## config.mk

```make
export PLATFORM = sky130hd
export DESIGN_NAME = random_wavetable_oscillator_flat
export DESIGN_NICKNAME = d
export VERILOG_FILES = /design/src/rtl/core/rwo_pkg.sv /design/src/rtl/core/rwo_in_if.sv /design/src/rtl/core/rwo_out_if.sv /design/src/rtl/core/random_wavetable_oscillator.sv /design/src/flat_wrapper.sv
export SDC_FILE = /design/constraint.sdc
export NUM_CORES = 1
export LEC_CHECK = 0
export ABC_AREA = 1
export BUFFER_PORTS_ARGS = -buffer_cell sky130_fd_sc_hd__buf_2
export CAP_MARGIN = 15
export CORE_AREA = 5 5 197 199
export CTS_BUF_LIST = sky130_fd_sc_hd__clkbuf_4
export DETAILED_ROUTE_END_ITERATION = 10
export DIE_AREA = 0 0 202 204
export GPL_ROUTABILITY_DRIVEN = 0
export GPL_TIMING_DRIVEN = 0
export SLEW_MARGIN = 5
export SYNTH_ARGS = -nofsm -noshare
export SYNTH_HDL_FRONTEND = slang
export SYNTH_SLANG_ARGS = --single-unit
```

## constraint.sdc

```tcl
create_clock -name clk -period 5.2 [get_ports clk]
set_clock_uncertainty 0.05 [all_clocks]
set_input_delay 1.04 -clock clk [delete_from_list [all_inputs] [get_ports clk]]
set_output_delay 1.04 -clock clk [all_outputs]
set_load 0.05 [all_outputs]
```

## src/rtl/core/rwo_pkg.sv

```systemverilog
`timescale 1ns / 1ps
// Shared types, codes and waveform tables for the random wavetable oscillator.
// No dependencies; used by the channel interfaces and the top level.
package rwo_pkg;

  localparam int unsigned TABLE_DEPTH = 32;
  localparam int unsigned POS_W       = $clog2(TABLE_DEPTH);
  localparam int unsigned SAMPLE_W    = 8;
  localparam int unsigned DAC_W       = SAMPLE_W + 1;
  localparam int unsigned CFG_IDX_W   = 1;
  localparam int unsigned CFG_DATA_W  = 1;

  localparam logic [SAMPLE_W-1:0] RAND_CAP = 8'hFB;

  localparam logic [POS_W-1:0] FULL_MASK = POS_W'(TABLE_DEPTH - 1);
  localparam logic [POS_W-1:0] HALF_MASK = POS_W'((TABLE_DEPTH >> 1) - 1);

  // Configuration register indexes
  localparam logic [CFG_IDX_W-1:0] CFG_HALF_MODE  = 1'b0;
  localparam logic [CFG_IDX_W-1:0] CFG_SAW_SELECT = 1'b1;

  typedef enum logic {
    OP_TICK = 1'b0,
    OP_GATE = 1'b1
  } op_t;

  typedef struct packed {
    op_t                 operation;
    logic                double_step;
    logic                hold_table;
    logic                reset_gate;
    logic                reverse_gate;
    logic [SAMPLE_W-1:0] control_voltage;
    logic [SAMPLE_W-1:0] random_byte;
  } rwo_in_t;

  typedef struct packed {
    logic [DAC_W-1:0] dac_value;
    logic             gate_out;
  } rwo_out_t;

  localparam logic [SAMPLE_W-1:0] SINE_TAB [TABLE_DEPTH] = '{
    8'd127, 8'd103, 8'd79,  8'd56,  8'd37,  8'd21,  8'd9,   8'd2,
    8'd0,   8'd2,   8'd9,   8'd21,  8'd37,  8'd56,  8'd79,  8'd103,
    8'd127, 8'd152, 8'd176, 8'd199, 8'd218, 8'd234, 8'd246, 8'd253,
    8'd255, 8'd253, 8'd246, 8'd234, 8'd218, 8'd199, 8'd176, 8'd152
  };

  localparam logic [SAMPLE_W-1:0] SQUARE_TAB [TABLE_DEPTH] = '{
    8'd0,   8'd0,   8'd0,   8'd0,   8'd0,   8'd0,   8'd0,   8'd0,
    8'd0,   8'd0,   8'd0,   8'd0,   8'd255, 8'd255, 8'd255, 8'd255,
    8'd255, 8'd255, 8'd255, 8'd255, 8'd255, 8'd255, 8'd255, 8'd255,
    8'd255, 8'd255, 8'd255, 8'd255, 8'd0,   8'd0,   8'd0,   8'd0
  };

  localparam logic [SAMPLE_W-1:0] SAW_TAB [TABLE_DEPTH] = '{
    8'd0,   8'd8,   8'd16,  8'd24,  8'd32,  8'd41,  8'd49,  8'd57,
    8'd65,  8'd74,  8'd82,  8'd90,  8'd98,  8'd106, 8'd115, 8'd123,
    8'd131, 8'd139, 8'd148, 8'd156, 8'd164, 8'd172, 8'd180, 8'd189,
    8'd197, 8'd205, 8'd213, 8'd222, 8'd230, 8'd238, 8'd246, 8'd255
  };

endpackage

```

## src/rtl/core/rwo_in_if.sv

```systemverilog
`timescale 1ns / 1ps
// Valid/ready channel carrying one oscillator input transaction.
// Depends on rwo_pkg for the payload type.
interface rwo_in_if
  import rwo_pkg::*;
();
  logic    valid;
  logic    ready;
  rwo_in_t payload;

  modport source (output valid, output payload, input ready);
  modport sink   (input valid, input payload, output ready);
endinterface

```

## src/rtl/core/rwo_out_if.sv

```systemverilog
`timescale 1ns / 1ps
// Valid/ready channel carrying one oscillator result transaction.
// Depends on rwo_pkg for the payload type.
interface rwo_out_if
  import rwo_pkg::*;
();
  logic     valid;
  logic     ready;
  rwo_out_t payload;

  modport source (output valid, output payload, input ready);
  modport sink   (input valid, input payload, output ready);
endinterface

```

## src/rtl/core/random_wavetable_oscillator.sv

```systemverilog
`timescale 1ns / 1ps
// Random wavetable oscillator: an accepted input transaction is staged in the input register,
// then one combinational pass writes the result register, which drives the result transaction.
// Throughput is one transaction per cycle; a tick stalls only while a result waits unread.
// Gate-event transactions update state and produce no result. Synchronous active-low reset:
// position 0, counting up, rearm set, wave store zero, config zero, pipeline empty.
module random_wavetable_oscillator
  import rwo_pkg::*;
(
  input  logic                  clk,
  input  logic                  rst_n,
  rwo_in_if.sink                in_stream,
  rwo_out_if.source             out_stream,
  input  logic                  cfg_wr_en,
  input  logic [CFG_IDX_W-1:0]  cfg_index,
  input  logic [CFG_DATA_W-1:0] cfg_wdata
);

  // Configuration registers
  logic half_mode_r;
  logic saw_sel_r;

  // Oscillator state
  logic [POS_W-1:0]    pos_r, pos_nxt;
  logic                rev_dir_r, rev_dir_nxt;
  logic                rearm_r, rearm_nxt;
  logic [SAMPLE_W-1:0] store_r [TABLE_DEPTH];

  // Input register stage
  logic    s1_valid_r;
  rwo_in_t s1_data_r;
  logic    s1_fire;
  logic    in_xfer;

  // Result register
  logic     out_valid_r, out_valid_nxt;
  rwo_out_t out_data_r, out_data_nxt;

  // Combinational pass
  logic [POS_W-1:0]    step;
  logic [POS_W-1:0]    wrap_mask;
  logic [POS_W-1:0]    tick_pos;
  logic [SAMPLE_W-1:0] rnd_capped;
  logic [SAMPLE_W-1:0] new_entry;
  logic [SAMPLE_W-1:0] entry;
  logic                store_we;
  logic                is_tick;

  // ---------------------------------------------------------------------
  // Configuration writes
  // ---------------------------------------------------------------------
  always_ff @(posedge clk) begin
    if (!rst_n) begin
      half_mode_r <= 1'b0;
      saw_sel_r   <= 1'b0;
    end else if (cfg_wr_en) begin
      unique case (cfg_index)
        CFG_HALF_MODE:  half_mode_r <= cfg_wdata[0];
        CFG_SAW_SELECT: saw_sel_r   <= cfg_wdata[0];
        default: ;
      endcase
    end
  end

  // ---------------------------------------------------------------------
  // Handshake: the staged transaction moves on unless it is a tick that
  // would overwrite an unconsumed result. Gate events never wait.
  // ---------------------------------------------------------------------
  assign is_tick  = (s1_data_r.operation == OP_TICK);
  assign s1_fire  = s1_valid_r && (!is_tick || !out_valid_r || out_stream.ready);
  assign in_stream.ready = !s1_valid_r || s1_fire;
  assign in_xfer  = in_stream.valid && in_stream.ready;

  always_ff @(posedge clk) begin
    if (!rst_n) begin
      s1_valid_r <= 1'b0;
    end else if (in_stream.ready) begin
      s1_valid_r <= in_stream.valid;
    end
  end

  // Payload register: load on every accepted transaction, no reset
  always_ff @(posedge clk) begin
    if (in_xfer) begin
      s1_data_r <= in_stream.payload;
    end
  end

  // ---------------------------------------------------------------------
  // Tick datapath: advance the phase, pick the waveform, form the result
  // ---------------------------------------------------------------------
  always_comb begin
    step       = s1_data_r.double_step ? POS_W'(2) : POS_W'(1);
    wrap_mask  = half_mode_r ? HALF_MASK : FULL_MASK;
    // Wrap in both directions by masking to the active length
    tick_pos   = (rev_dir_r ? (pos_r - step) : (pos_r + step)) & wrap_mask;
    rnd_capped = (s1_data_r.random_byte > RAND_CAP) ? RAND_CAP : s1_data_r.random_byte;
    if (rnd_capped >= s1_data_r.control_voltage) begin
      new_entry = SQUARE_TAB[tick_pos];
    end else if (saw_sel_r) begin
      new_entry = SAW_TAB[tick_pos];
    end else begin
      new_entry = SINE_TAB[tick_pos];
    end
    store_we = s1_fire && is_tick && !s1_data_r.hold_table;
    // Hold gate high: report what the store already has
    entry    = s1_data_r.hold_table ? store_r[tick_pos] : new_entry;
  end

  // ---------------------------------------------------------------------
  // State update for both transaction kinds
  // ---------------------------------------------------------------------
  always_comb begin
    pos_nxt     = pos_r;
    rev_dir_nxt = rev_dir_r;
    rearm_nxt   = rearm_r;
    if (s1_fire) begin
      if (is_tick) begin
        pos_nxt = tick_pos;
      end else if (rearm_r) begin
        // Reset gate wins over reverse; either consumes the rearm
        priority if (s1_data_r.reset_gate) begin
          pos_nxt   = '0;
          rearm_nxt = 1'b0;
        end else if (s1_data_r.reverse_gate) begin
          rev_dir_nxt = !rev_dir_r;
          rearm_nxt   = 1'b0;
        end else begin
          // Both gates low: no action on position or direction
          rearm_nxt = rearm_r;
        end
      end
      // Rearm once both gates are released, on any transaction kind
      if (!s1_data_r.reset_gate && !s1_data_r.reverse_gate) begin
        rearm_nxt = 1'b1;
      end
    end
  end

  always_ff @(posedge clk) begin
    if (!rst_n) begin
      pos_r     <= '0;
      rev_dir_r <= 1'b0;
      rearm_r   <= 1'b1;
    end else begin
      pos_r     <= pos_nxt;
      rev_dir_r <= rev_dir_nxt;
      rearm_r   <= rearm_nxt;
    end
  end

  // Wave store: cleared by reset, one entry written per tick unless the hold gate is high
  always_ff @(posedge clk) begin
    if (!rst_n) begin
      for (int i = 0; i < TABLE_DEPTH; i++) begin
        store_r[i] <= '0;
      end
    end else if (store_we) begin
      store_r[tick_pos] <= new_entry;
    end
  end

  // ---------------------------------------------------------------------
  // Result register
  // ---------------------------------------------------------------------
  always_comb begin
    out_valid_nxt = out_valid_r && !out_stream.ready;
    out_data_nxt  = out_data_r;
    if (s1_fire && is_tick) begin
      out_valid_nxt          = 1'b1;
      out_data_nxt.dac_value = half_mode_r ? {entry, 1'b0} : {1'b0, entry};
      out_data_nxt.gate_out  = ((s1_data_r.control_voltage >> 1) >= entry);
    end
  end

  always_ff @(posedge clk) begin
    if (!rst_n) begin
      out_valid_r <= 1'b0;
    end else begin
      out_valid_r <= out_valid_nxt;
    end
  end

  always_ff @(posedge clk) begin
    out_data_r <= out_data_nxt;
  end

  assign out_stream.valid   = out_valid_r;
  assign out_stream.payload = out_data_r;

  // ---------------------------------------------------------------------
  // Assertions
  // ---------------------------------------------------------------------
  a_gate_no_result: assert property (@(posedge clk) disable iff (!rst_n)
    (s1_fire && !is_tick) |=> (out_valid_r == $past(out_valid_r && !out_stream.ready)))
    else $error("gate event produced or dropped a result");

  a_half_wrap: assert property (@(posedge clk) disable iff (!rst_n)
    (s1_fire && is_tick && half_mode_r) |=> !pos_r[POS_W-1])
    else $error("position escaped the half table");

  a_reset_gate: assert property (@(posedge clk) disable iff (!rst_n)
    (s1_fire && !is_tick && rearm_r && s1_data_r.reset_gate) |=> (pos_r == '0 && !rearm_r))
    else $error("armed reset gate did not zero the position");

  a_stall_hold: assert property (@(posedge clk) disable iff (!rst_n)
    (s1_valid_r && !s1_fire) |=> (s1_valid_r && $stable(s1_data_r)))
    else $error("staged transaction lost while stalled");

endmodule
```

## src/flat_wrapper.sv

```systemverilog
// flat-port wrapper written by rule: the top's interface ports become plain ports
module random_wavetable_oscillator_flat import rwo_pkg::*;
  (clk, rst_n, cfg_wr_en, cfg_index, cfg_wdata, in_stream_valid, in_stream_payload, in_stream_ready, out_stream_valid, out_stream_payload, out_stream_ready);
  rwo_in_if in_stream_i ();
  rwo_out_if out_stream_i ();
  input  logic clk;
  input  logic rst_n;
  input  logic cfg_wr_en;
  input  logic [CFG_IDX_W-1:0] cfg_index;
  input  logic [CFG_DATA_W-1:0] cfg_wdata;
  input wire logic [$bits(in_stream_i.valid)-1:0] in_stream_valid;
  input wire logic [$bits(in_stream_i.payload)-1:0] in_stream_payload;
  output wire logic [$bits(in_stream_i.ready)-1:0] in_stream_ready;
  output wire logic [$bits(out_stream_i.valid)-1:0] out_stream_valid;
  output wire logic [$bits(out_stream_i.payload)-1:0] out_stream_payload;
  input wire logic [$bits(out_stream_i.ready)-1:0] out_stream_ready;
  assign in_stream_i.valid = in_stream_valid;
  assign in_stream_i.payload = in_stream_payload;
  assign in_stream_ready = in_stream_i.ready;
  assign out_stream_valid = out_stream_i.valid;
  assign out_stream_payload = out_stream_i.payload;
  assign out_stream_i.ready = out_stream_ready;
  random_wavetable_oscillator u_core (.clk(clk), .rst_n(rst_n), .in_stream(in_stream_i), .out_stream(out_stream_i), .cfg_wr_en(cfg_wr_en), .cfg_index(cfg_index), .cfg_wdata(cfg_wdata));
endmodule
```

==> metrics.yaml <==
cts_tree: "done"
switching_share_pct: 29.4
grt_usage_pct: 22.7
synthCells: 1544
min_period_ns: 4.79
min_path_type: "reg -> reg"
p_leak_nw: 6.78
post_drt_wl_per_cell_um: 21.4
synthTopCellsByArea: "edfxtp_1, nand2_1, nor2_1, o21ai_0, nand3_1"
crit_top_cell: "nand2_1"
crit_required_ns: 5.60
core-area_um2: 37000
routed_wl_mm: 47.5
die_x_um: 202
synth_edf_count: 287
clockBufferDepth: 3
setup_violations: 0
ys.flop_type: "edfxtp_1"
io_pins: 40
synth_area_um2: 14600
port_buffers: 38
cts.sinks: 298
end_kind: "flop"
hold_viol_final: 0
fin_tns_setup_ns: 0
vias_per_cell: 5.38
crit_family: "adder cells"
synth_top_area_cell: "edfxtp_1"
initial_utilization_pct: 39.4
grt_remaining_overflow: 0
fin_cells: 2219
cts_made_buffers: 80
dpl.cell_count: 2077
power.density_nw_per_um2: 355
synth_most_common_cell: "nand2_1"
clkPwrFrac_pct: 37.8
start_kind: "flop"
antenna_found_initial: 3
ys_seq_elements: 298
route.detailed.drc: 0
dieArea_um2: 41200
fmax_ghz: 0.209
grt_pass1_vias: 11442
crit_fanout: 12
fin_nets: 1738
vdd_drop_max_mv: 0.124
cp_slowest_cell: "fa_1"
vias: 11931
drt_iter0_drc: 1435
ys_seq_area_share_pct: 60.6
drv_cap: 0
crit_type: "reg -> reg"
drive_gt1_share_pct: 16.0
rsz0062_at_grt: "no"
cts.clk_slew.worst_paths_ns: 0.07
grt_max_degree: 20
ys_types: 41
synth_top_area_share_pct: 59.1
worst_pin_slew_ns: 1.00
place_hpwl_mm: 32.1
min_period_over_period_pct: 92.1
p_seq_share_pct: 46.9
worst-path-buf-inv: 4
grt_pass1_wl_mm: 69.5
htree_levels: 3
intPower_mw: 4.15
max_slew_margin_pct: 33.2
dr.pass1.iters: 8
postRouteAntennaNets: 0
slew_viol_final: 0
slowest_delay_ns: 0.72
ys_async_sr_fraction_pct: 0
switchingPower_mw: 1.73
num_rows: 71
root_buffer: "clkbuf_4"
combPwrFrac_pct: 15.3
crit_arrival_ns: 5.19
outcome: "completed"
area_growth_pct: 13.5
clkLatencyLatePin_ns: 0.74
cts_hold_buf: 0
dieHeight_um: 204
syn_avg_cell_area_um2: 9.44
yosys-top-cells-count: "nand2_1, nor2_1, edfxtp_1"
yosysWarnings: 0
-- per-stage QoR --
step / setup slack [ns] / area (um2) / hold slack (ns) / util (%) / total power, mW
after global placement: 0.0400 / 15400 / 0.393 / 41.7 / 3.67
final: 0.411 / 16500 / 0.417 / 44.7 / 5.87
after detailed placement: 0.0500 / 15500 / 0.413 / 41.7 / 3.68
after CTS: 0.0180 / 16500 / 0.396 / 44.6 / 5.88
after floorplan: 1.29 / 14700 / 0.388 / - / 3.32
after global routing: 0.00190 / 16500 / 0.384 / 44.7 / 6.11
-- per-layer routing --
| layer | GRT usage [%] | part of all wire [%] | vias up |
|---|---|---|---|
| li1 | - | - | 5450 |
| met1 | 29.4 | 39 | 5695 |
| met2 | 35.4 | 46 | 665 |
| met3 | 7.01 | 12 | 121 |
| met4 | 9.86 | 4.0 | 0 |
| met5 | 0 | 0 | - |
-- flip-flops by register name (all words and copies together) (netlist names) --
register,cells
u_core.out_stream.valid,1
u_core.half_mode_r,1
u_core.rearm_r,1
u_core.out_stream.payload,10
u_core.s1_data_r,21
u_core.s1_valid_r,1
u_core.saw_sel_r,1
u_core.pos_r,5
u_core.rev_dir_r,1
u_core.store_r,256
-- final timing paths --
kind / startpoint / slack [ns] / to / cells after the start
worst min register to register: u_core.s1_data_r[16] / 0.42 / u_core.rearm_r / 1
worst max register to register: u_core.s1_data_r[19] / 0.41 / u_core.out_stream.payload[0] / 27
worst max-delay path: u_core.s1_data_r[19] / 0.41 / u_core.out_stream.payload[0] / 27
worst min-delay path: u_core.s1_data_r[16] / 0.42 / u_core.rearm_r / 1
-- power groups by stage --
stage | Sequential [mW] | Clock, mW | Combinational (mW)
3_3_place_gp | 2.80 | 0 | 0.868
6_report | 2.75 | 2.22 | 0.901
3_5_place_dp | 2.80 | 0 | 0.874
5_1_grt | 2.76 | 2.38 | 0.964
4_1_cts | 2.75 | 2.25 | 0.878
2_1_floorplan | 2.81 | 0 | 0.515
-- layout by cell type, fill, tap and decap left out, types with 5 or more instances in the layout --
cell | synthesis | final
dfxtp_1 | 11 | 11
nand2_2 | 7 | 7
nor2_1 | 298 | 297
buf_6 | 10 | 10
buf_4 | 8 | 8
clkbuf_4 | 0 | 115
nand3_1 | 74 | 74
inv_2 | 20 | 21
a22o_1 | 9 | 9
nor2_4 | 10 | 11
buf_1 | 5 | 5
a22oi_1 | 8 | 8
buf_2 | 26 | 64
ha_1 | 25 | 25
nand2_4 | 5 | 5
conb_1 | 1 | 21
or2_2 | 5 | 5
o211ai_1 | 20 | 20
clkbuf_1 | 29 | 23
o21ai_0 | 79 | 79
inv_1 | 67 | 67
nor2_2 | 14 | 14
clkinv_1 | 1 | 18
a21oi_1 | 40 | 40
edfxtp_1 | 287 | 287
nand2_1 | 455 | 455
-- timing repair --
item | CTS | global route
endpoints found under the hold margin | 0 | 0
resized for setup | 0 | 16
endpoints found under the setup margin | 0 | 1
setup buffers | 0 | 0
-- layout make-up --
class	count	area [um2]
multi-input combinational	1098	5050
buffer	77	435
tap	474	593
clock buffer	114	856
inverter	90	343
timing repair buffer	39	205
clock inverter	25	210
sequential	298	8840
fill	3584	20500
antenna	4	10.0
-- kinds of logic (layout without fill, tap and decap cells) --
logic type      Yosys count  count (layout)  synth area share (%)
compound gates          167             167                  6.76
fa+ha+maj                26              26                  2.28
other cells               1              25                0.0257
buf+inv                 168             345                  5.30
flops                   298             298                  60.6
simple gates            881             881                  24.8
mux                       3               3                 0.206
(Power assumes the default switching activity.)
